$ cat src/hdl/lcpm_pkg.sv
// lcpm_pkg: shared types, constants and command codes for the LED cube plane
// multiplexer. No dependencies; imported by every module of the block.
`timescale 1ns / 1ps

package lcpm_pkg;

    localparam int CUBE_SIDE  = 5;
    localparam int PLANE_BITS = CUBE_SIDE * CUBE_SIDE;
    localparam int FRAME_BITS = 32;
    localparam int PAD_BITS   = FRAME_BITS - PLANE_BITS - CUBE_SIDE;
    localparam int ALIGN_BITS = FRAME_BITS - PLANE_BITS;
    localparam int COORD_W    = 3;
    localparam int LINES_W    = 5;
    localparam int Z_W        = $clog2(CUBE_SIDE);
    localparam int POS_W      = $clog2(PLANE_BITS);
    localparam int CNT_W      = $clog2(FRAME_BITS);

    localparam logic [COORD_W-1:0] FUNC_CLEAR = 3'd0;
    localparam logic [COORD_W-1:0] FUNC_WRITE = 3'd1;
    localparam logic [COORD_W-1:0] FUNC_FILL  = 3'd2;
    localparam logic [COORD_W-1:0] FUNC_SHOW  = 3'd3;
    localparam logic [COORD_W-1:0] FUNC_NEXT  = 3'd4;

    typedef struct packed {
        logic [2:0] func;
        logic [2:0] x_row;
        logic [2:0] y_col;
        logic [2:0] z_plane;
        logic       voxel_value;
    } t_cmd_in;

    typedef struct packed {
        logic               serial_bit;
        logic [LINES_W-1:0] plane_lines;
        logic               latch_after;
        logic               error_flag;
    } t_result;

    // controller -> datapath
    typedef struct packed {
        logic exec;      // apply the accepted command to the store / scan counter
        logic load;      // load the frame shifter
        logic shift;     // advance the frame shifter
        logic emit_err;  // present an error result
    } t_dp_cmd;

    // datapath -> controller
    typedef struct packed {
        logic err;
        logic show;
        logic last;
    } t_dp_status;

    typedef enum logic [1:0] {
        ST_IDLE,
        ST_SHIFT,
        ST_ERR
    } t_state;

endpackage

$ cat src/hdl/led_cube_plane_multiplexer_top.sv
// led_cube_plane_multiplexer_top: top level of the LED cube plane multiplexer.
// Depends on lcpm_pkg, lcpm_controller and lcpm_datapath.
`timescale 1ns / 1ps

// Usage
// - Command channel: a transaction is taken at the clock edge where start is
//   high and busy is low. i_cmd carries func, x/y/z coordinates and the bit.
// - Results: one per clock while o_strobe is high; the receiver cannot stall,
//   so each result must be sampled in its strobe cycle.
// - Clear all, write voxel and fill plane complete at the accepting edge and
//   give no result; busy stays low, so another command may follow at once.
// - Show plane / show next plane: frame starts on the cycle after the accept
//   and carries 32 bits in mode 0 (plane one-hot field last) or 25 bits in
//   mode 1, MSB first, latch_after set on the final bit. The frame shifter
//   puts out one bit per clock, and busy stays high until the frame ends.
// - A checked coordinate of 5 or more (x/y/z for write, z for fill and show)
//   gives one error result, busy high, in the next cycle; the store is untouched.
// - Config: drive_mode is written on i_cfg_valid && o_cfg_ready; ready is
//   always high. Write it only while idle.
// - Reset (synchronous, active low) clears the voxel store, the scan counter
//   and drive_mode at once; no clearing sweep is needed.
module led_cube_plane_multiplexer_top
    import lcpm_pkg::*;
(
    input  logic    i_clk,
    input  logic    i_rst_n,
    // command channel
    input  logic    start,
    output logic    busy,
    input  t_cmd_in i_cmd,
    // result channel
    output logic    o_strobe,
    output t_result o_result,
    // config write channel
    input  logic    i_cfg_valid,
    output logic    o_cfg_ready,
    input  logic    i_cfg_data
);

    t_dp_cmd    ctl;
    t_dp_status status;

    // config register lives in the datapath and is always writable
    assign o_cfg_ready = 1'b1;

    lcpm_controller u_ctrl (
        .i_clk    (i_clk),
        .i_rst_n  (i_rst_n),
        .start    (start),
        .i_status (status),
        .o_ctl    (ctl),
        .o_strobe (o_strobe),
        .busy     (busy)
    );

    // store, scan counter and frame shifter
    lcpm_datapath u_dp (
        .i_clk       (i_clk),
        .i_rst_n     (i_rst_n),
        .i_cmd       (i_cmd),
        .i_cfg_valid (i_cfg_valid),
        .i_cfg_data  (i_cfg_data),
        .i_ctl       (ctl),
        .o_status    (status),
        .o_result    (o_result)
    );

endmodule

$ cat src/hdl/lcpm_datapath.sv
// lcpm_datapath: voxel store, scan counter, drive mode register and frame
// shifter. Depends on lcpm_pkg.
`timescale 1ns / 1ps

module lcpm_datapath
    import lcpm_pkg::*;
(
    input  logic       i_clk,
    input  logic       i_rst_n,
    input  t_cmd_in    i_cmd,
    input  logic       i_cfg_valid,
    input  logic       i_cfg_data,
    input  t_dp_cmd    i_ctl,
    output t_dp_status o_status,
    output t_result    o_result
);

    logic [PLANE_BITS-1:0] r_voxel [CUBE_SIDE];
    logic [Z_W-1:0]        r_scan;
    logic                  r_mode;
    logic [FRAME_BITS-1:0] r_frame;
    logic [LINES_W-1:0]    r_lines;
    logic [CNT_W-1:0]      r_count;

    logic                  x_bad, y_bad, z_bad, err;
    logic [Z_W-1:0]        z_sel, show_z, scan_next;
    logic [POS_W-1:0]      pos;
    logic [PLANE_BITS-1:0] plane;
    logic [FRAME_BITS-1:0] frame;

    assign x_bad = i_cmd.x_row   >= COORD_W'(CUBE_SIDE);
    assign y_bad = i_cmd.y_col   >= COORD_W'(CUBE_SIDE);
    assign z_bad = i_cmd.z_plane >= COORD_W'(CUBE_SIDE);

    always_comb begin
        case (i_cmd.func)
            FUNC_WRITE: err = x_bad | y_bad | z_bad;
            FUNC_FILL:  err = z_bad;
            FUNC_SHOW:  err = z_bad;
            default:    err = 1'b0;
        endcase
    end

    assign z_sel     = i_cmd.z_plane[Z_W-1:0];
    assign pos       = POS_W'(i_cmd.y_col) + POS_W'(i_cmd.x_row) * POS_W'(CUBE_SIDE);
    assign show_z    = (i_cmd.func == FUNC_NEXT) ? r_scan : z_sel;
    assign scan_next = (r_scan == Z_W'(CUBE_SIDE - 1)) ? '0 : r_scan + 1'b1;
    assign plane     = r_voxel[show_z];

    always_comb begin
        if (r_mode) begin
            frame = {plane, {ALIGN_BITS{1'b0}}};
        end else begin
            frame = {{PAD_BITS{1'b0}}, plane, CUBE_SIDE'(1) << show_z};
        end
    end

    assign o_status.err  = err;
    assign o_status.show = ((i_cmd.func == FUNC_SHOW) && !z_bad) || (i_cmd.func == FUNC_NEXT);
    assign o_status.last = (r_count == '0);

    always_ff @(posedge i_clk) begin
        if (!i_rst_n) begin
            for (int i = 0; i < CUBE_SIDE; i++) begin
                r_voxel[i] <= '0;
            end
            r_scan <= '0;
            r_mode <= 1'b0;
        end else begin
            if (i_cfg_valid) begin
                r_mode <= i_cfg_data;
            end
            if (i_ctl.exec && !err) begin
                case (i_cmd.func)
                    FUNC_CLEAR: begin
                        for (int i = 0; i < CUBE_SIDE; i++) begin
                            r_voxel[i] <= '0;
                        end
                    end
                    FUNC_WRITE: r_voxel[z_sel][pos] <= i_cmd.voxel_value;
                    FUNC_FILL:  r_voxel[z_sel] <= '1;
                    FUNC_NEXT:  r_scan <= scan_next;
                    default: ;
                endcase
            end
        end
    end

    // frame shifter, MSB first
    always_ff @(posedge i_clk) begin
        if (i_ctl.load) begin
            r_frame <= frame;
            r_lines <= r_mode ? (LINES_W'(1) << show_z) : '0;
            r_count <= r_mode ? CNT_W'(PLANE_BITS - 1) : CNT_W'(FRAME_BITS - 1);
        end else if (i_ctl.shift) begin
            r_frame <= {r_frame[FRAME_BITS-2:0], 1'b0};
            r_count <= r_count - 1'b1;
        end
    end

    always_comb begin
        if (i_ctl.emit_err) begin
            o_result = '{serial_bit: 1'b0, plane_lines: '0, latch_after: 1'b0,
                         error_flag: 1'b1};
        end else begin
            o_result = '{serial_bit: r_frame[FRAME_BITS-1], plane_lines: r_lines,
                         latch_after: o_status.last, error_flag: 1'b0};
        end
    end

endmodule

$ cat src/hdl/lcpm_controller.sv
// lcpm_controller: command sequencer for the plane multiplexer; issues
// datapath commands from status. Depends on lcpm_pkg.
`timescale 1ns / 1ps

module lcpm_controller
    import lcpm_pkg::*;
(
    input  logic       i_clk,
    input  logic       i_rst_n,
    input  logic       start,
    input  t_dp_status i_status,
    output t_dp_cmd    o_ctl,
    output logic       o_strobe,
    output logic       busy
);

    t_state r_state, n_state;

    always_ff @(posedge i_clk) begin
        if (!i_rst_n) begin
            r_state <= ST_IDLE;
        end else begin
            r_state <= n_state;
        end
    end

    always_comb begin
        n_state  = r_state;
        o_ctl    = '0;
        o_strobe = 1'b0;
        busy     = 1'b1;
        case (r_state)
            ST_IDLE: begin
                busy = 1'b0;
                if (start) begin
                    o_ctl.exec = 1'b1;
                    if (i_status.err) begin
                        n_state = ST_ERR;
                    end else if (i_status.show) begin
                        o_ctl.load = 1'b1;
                        n_state    = ST_SHIFT;
                    end
                end
            end
            ST_SHIFT: begin
                o_strobe    = 1'b1;
                o_ctl.shift = 1'b1;
                if (i_status.last) begin
                    n_state = ST_IDLE;
                end
            end
            ST_ERR: begin
                o_strobe       = 1'b1;
                o_ctl.emit_err = 1'b1;
                n_state        = ST_IDLE;
            end
            default: n_state = ST_IDLE;
        endcase
    end

    a_err_single: assert property (@(posedge i_clk) disable iff (!i_rst_n)
        r_state == ST_ERR |=> r_state == ST_IDLE)
        else $error("error result held for more than one cycle");

    a_err_entry: assert property (@(posedge i_clk) disable iff (!i_rst_n)
        (start && !busy && i_status.err) |=> (r_state == ST_ERR && o_strobe))
        else $error("bad coordinate did not give an error result");

    a_frame_end: assert property (@(posedge i_clk) disable iff (!i_rst_n)
        (r_state == ST_SHIFT && i_status.last) |=> !o_strobe && !busy)
        else $error("frame ran past its latch bit");

    a_show_entry: assert property (@(posedge i_clk) disable iff (!i_rst_n)
        (start && !busy && !i_status.err && i_status.show) |=> r_state == ST_SHIFT)
        else $error("show command did not start a frame");

endmodule

$ cat config.mk
export PLATFORM = sky130hd
export DESIGN_NAME = led_cube_plane_multiplexer_top
export DESIGN_NICKNAME = d
export VERILOG_FILES = /design/src/hdl/lcpm_pkg.sv /design/src/hdl/led_cube_plane_multiplexer_top.sv /design/src/hdl/lcpm_datapath.sv /design/src/hdl/lcpm_controller.sv
export SDC_FILE = /design/constraint.sdc
export NUM_CORES = 1
export LEC_CHECK = 0
export BUFFER_PORTS_ARGS = -buffer_cell sky130_fd_sc_hd__clkbuf_2
export CAP_MARGIN = 20
export CORE_ASPECT_RATIO = 1.5
export CORE_MARGIN = 3
export CORE_UTILIZATION = 60
export DETAILED_ROUTE_END_ITERATION = 8
export PLACE_DENSITY_LB_ADDON = 0.15
export SLEW_MARGIN = 20
export SYNTH_ARGS = -nofsm -noshare
export SYNTH_HDL_FRONTEND = slang
export SYNTH_SLANG_ARGS = --single-unit
$ cat constraint.sdc
create_clock -name i_clk -period 4 [get_ports i_clk]
set_input_delay 0.4 -clock i_clk [delete_from_list [all_inputs] [get_ports i_clk]]
set_output_delay 0.4 -clock i_clk [all_outputs]
set_load 0.03 [all_outputs]
[After elaboration in Yosys (flattened, before gate mapping)]
Memory sizes are Yosys's and may differ from the RTL's.
Index checks and enable logic that the tools add are counted.
Storage, ports and cells
  output and inout port bits: 11
  memory bits (writable): 125
  flip-flop bits (word level): 48
  memories kept: 1
  word-level logic and storage cells: 145
Memory list
  u_dp.r_voxel: words 5, bits a word 25, rd ports 1, clocked after memory_dff 0, wr ports 5, RTL line lcpm_datapath.sv:18  | logic [PLANE_BITS-1:0] r_voxel [CUBE_SIDE];
Operators by class
  mux-type cells: 71
  magnitude comparators: 5
  add/subtract/negate cells: 3
  reduce and logical (&&, ||, !) cells: 15
  bitwise operators: 32
  shift operators: 1
  $mul: 1
  equality and inequality tests: 10
Operators by type and width (count)
  $mux 25: 8
  $mux 32: 3
  $mux 1: 44
  $or 1x1->1: 32
  $reduce_or 25->1: 1
  $mux 2: 6
  $mux 3: 4
  $mux 5: 2
  $ge 3x3->1 const B: 3
  $mux 8: 1
  $eq 3x2->1 const B: 2
  $eq 3x3->1 const B: 2
  $lt 5x6->1 const B: 1
  $add 3x5->5: 1
  $demux 1 s5: 1
  $ge 5x1->1 const B: 1
  $logic_not 5->1: 1
  $mul 3x3->5 const B: 1
  $shl 1x3->5 const A: 1
  $sub 5x1->5 const B: 1
  $ne 2x2->1 const B: 2
  $pmux 2 s2: 1
  $reduce_or 2->1: 2
  $add 3x1->3 const B: 1
  13 further kinds: 16

[Depth between registers and ports, before layout]
  depth in word-level cells: 15
  mapped depth: 10

[By module]
A second synthesis with hierarchy kept.
Unflattened totals
  cell total of the unflattened synthesis: 1217
  area total of the unflattened synthesis: 13063.8 um^2
By module, submodules not included
  lcpm_datapath: sequential area each 7347.0 um^2, area each 12878.6 um^2, instances 1, cells each 1194
  lcpm_controller: sequential area each 40.0 um^2, area each 173.9 um^2, instances 1, cells each 21
  led_cube_plane_multiplexer_top: sequential area each 0.0 um^2, area each 11.3 um^2, instances 1, cells each 2

[Worst setup path after synthesis]
No wires, ideal clock.
  path type: in2reg
  start: input i_cmd[2] (netlist name)
  end: memory u_dp.r_voxel[4][0] (netlist name) (data pin)
  path buffers: 2
  data required time: 3859 ps
  library setup time: 141 ps
  arrival time: 3148 ps
  path slack: 712 ps
  stages on the path: 7
  path through: o21ai_0 a41o_1 a21o_1 clkbuf_1 nand3_1 clkbuf_1 nor2_1
RTL lines
  start, declared: RTL line led_cube_plane_multiplexer_top.sv:30  | input t_cmd_in i_cmd,
  end, declared: RTL line lcpm_datapath.sv:18

[Final worst setup path]
  start: input i_cmd[11] (netlist name)
  end: register u_dp.r_frame[11] (data pin)
On the way
  word-level cells in the longest chain between the ends: 8
  elaborated cells on any way between the ends: 16
RTL lines
  branches (longest 7 deep; another with $eq 3x2->1)
  $mux 32 *: RTL line lcpm_datapath.sv:91  | if (i_ctl.load) begin
  end signal, assigned: RTL line lcpm_datapath.sv:92  | r_frame <= frame;
  end signal, assigned: RTL line lcpm_datapath.sv:96  | r_frame <= {r_frame[FRAME_BITS-2:0], 1'b0};
  end, declared: RTL line lcpm_datapath.sv:21  | logic [FRAME_BITS-1:0] r_frame;
Mark *: on every way between the ends.
A chain may end at the register's enable or synchronous reset.

==> impl_results.md <==
- Core area: 0.02123 mm2
- Post-CTS Hold Buffers: 0
- Register bit total from synthesis: 248
- WL final: 35.34 mm
- Yosys cell types: 56
- Largest net degree at the start of global routing: 126
- Worst skew pair latency: 0.51 ns
- Status: finished, final reports clean
- Grt total ovfl: 0
- Post-CTS setup buffer count: 0
- Placer Congestion: 0.8218
- HP Class: primary input to register
- Die width: 126.6 um
- Req. time, crit path: 4.26 ns
- Die ar.: 0.02367 mm2
- H-tree depth: 1
- CTS Buffer Depth: 3
- Setup CP Type: primary input to register
- GRT Overall Usage: 0.2982
- DR vias/cell: 6.445
- Final hold vios: 0
- Clock Sinks: 248
- PwrDens: 413.1 mW/mm2
- Initial cell density of the core: 0.6170
- CTS Buf Count: 23
- Sequential share of the synthesized area: 0.5641
- Avg Synthesized Cell Area: 10.28 um2
- Worst Skew: 0.008574 ns
- Vias in the first global route: 10410
- DRC: 0
- Mapped Cells: 1274
- Via count: 10450
- # setup viols final: 0
- Avg WL per Cell: 21.79 um
- Worst path bufs/invs: 3
- Die Ht: 186.9 um
- Ys async rst share: 0
- Ant diodes: 0
- Crit end category: register
- Minimum clock period: 2.834 ns
- R2R setup slack: 1.21 ns
- Fin. max-slew vios: 0
- Core Util, Final: 0.6837
- VDD IR max: 0.3761 mV
- Relative slew slack: 0.2848
- 1st-pass router iterations: 5
- CP peak stage delay: 0.65 ns
- Ys flop type: edfxtp_1
- DR iter-0 viols: 1231
- CP cell instances: clkbuf_2 > or3b_2 > buf_4 > mux2i_4 > buf_12 > a221oi_1 > a32oi_1 > and3_1 > a221o_1
- Initial antenna violation count: 0
- Crit start category: primary input
- Cell Area, Synth: 0.01310 mm2
- Slowest library cell on the worst path: or3b_2
- Max cap viols: 0
- RSZ-0062 raised after global routing: false
- Total power: 5.995 mW
- Worst slew pin tran: 1.073 ns
- Period utilisation layout: 0.7085
- I/O Buffers: 27
- Synthesis-to-layout area growth: 10.82%
- CP Max Fanout: 40
- Fmax: 352.9 MHz
- Crit path max-delay family: simple AND/OR/NAND/NOR gates
- Routed Antenna Nets: 0
- I/O Pins: 29
- Critical path arrival: 3.09 ns
- Nets: 1371
- Clock Tree Root: clkbuf_16
- Share of post-route cells with drive strength above 1: 0.09601
- CTS tree: yes
- Leak Pwr: 5.012 nW
- HPWL Detailed: 21.88 mm
- First-pass GRT wire length: 55.97 mm
- Setup_tns: 0 ns
- # resized after CTS: 0
- YS warnings: 0
- # rows: 65
- Clock slew at reported path FFs: 0.07 ns
- Post-synth EDFFs: 242
## state kept, by name, summed over array words and instances, names as in the netlist
signal,cells
u_dp.r_voxel,200
u_dp.r_frame,32
u_dp.r_count,5
u_dp.r_lines,5
u_dp.r_scan,3
u_ctrl.r_state,2
u_dp.r_mode,1
## worst paths after layout
path / start / end / cells past startpoint
worst max-delay path: i_cmd[11] / u_dp.r_frame[11]$_DFFE_PP_ / 9
worst min-delay path: i_cfg_data / u_dp.r_mode$_SDFFE_PN0P_ / 3
worst max register to register: u_ctrl.r_state[0]$_SDFFE_PN0P_ / u_dp.r_frame[18]$_DFFE_PP_ / 9
worst min register to register: u_ctrl.r_state[1]$_SDFFE_PN0P_ / u_ctrl.r_state[1]$_SDFFE_PN0P_ / 2
## layout make-up
cell class	count	area, um2
multi-input cells	976	5484
clock inverters	16	153.9
clock buffers	25	583.1
fillers	1650	6714
inverters	12	45.04
well taps	268	335.3
flip-flops and latches	248	7388
repair buffers	77	523.0
## stage by stage
step	hold WS (ns)	cells	worst slack [ns]	cell area [um2]
2_1_floorplan	0.4578	1348	0.7118	13370
6_report	0.1505	1622	1.166	14510
3_3_place_gp	0.4706	1581	0.6678	13780
4_1_cts	0.1562	1622	1.195	14510
3_5_place_dp	0.4830	1581	0.6817	13780
5_1_grt	0.1928	1622	1.024	14510
## per-layer routing
layer | GRT usage | routed length (um) | share of wire
met5 | 0 | 0 | 0
met4 | 0.1164 | 1347 | 0.038
met3 | 0.03057 | 2829 | 0.080
met2 | 0.5277 | 18410 | 0.52
met1 | 0.3741 | 12760 | 0.36
## cell usage after synthesis, types with 24 or more instances
master,count,area share
a31oi_1,25,0.012
nand2b_1,123,0.059
a21oi_1,96,0.037
a22oi_1,24,0.014
o21ai_0,173,0.066
nand2_1,119,0.034
edfxtp_1,242,0.55
clkbuf_1,81,0.023
and3_1,29,0.014
nor2_1,140,0.040
## worst reg2reg max path, cell delays in order, from the launching register on
cell and delay, ns:
dfxtp_1 0.37, inv_1 0.07, ha_1 0.27, o211a_1 0.15, a41o_1 0.37, nand2b_2 0.19, buf_4 0.44, nor2_2 0.07
buf_4 0.25, a221o_1 0.35
## report_power, final
group | switching, mW | internal [mW]
Combinational | 0.502 | 0.232
Sequential | 0.0517 | 3.00
Clock | 0.962 | 1.25
Total | 1.52 | 4.48
## cells by family after synthesis
| group | after synthesis | share of synthesized area |
|---|---|---|
| flip-flops | 248 | 0.5641 |
| multiplexers | 13 | 0.01261 |
| XOR/XNOR | 6 | 0.004013 |
| other | 2 | 0.0005734 |
| buffers and inverters | 124 | 0.04194 |
| AND/OR/NAND/NOR | 448 | 0.1660 |
| AO/OA/AOI/OAI | 418 | 0.1959 |
| adder cells (fa/ha/maj) | 15 | 0.01490 |
## cells in the final DEF, fill, tap and decap left out, types with 24 or more instances in the layout
cell / netlist / routed
a21oi_1: 96 / 96
nand2b_1: 123 / 121
o21ai_0: 173 / 173
a22oi_1: 24 / 24
edfxtp_1: 242 / 242
nand2_1: 119 / 119
conb_1: 2 / 76
clkbuf_2: 0 / 26
a31oi_1: 25 / 25
and3_1: 29 / 29
buf_4: 3 / 49
nor2_1: 140 / 139
Power figures use the tool's default switching activity.
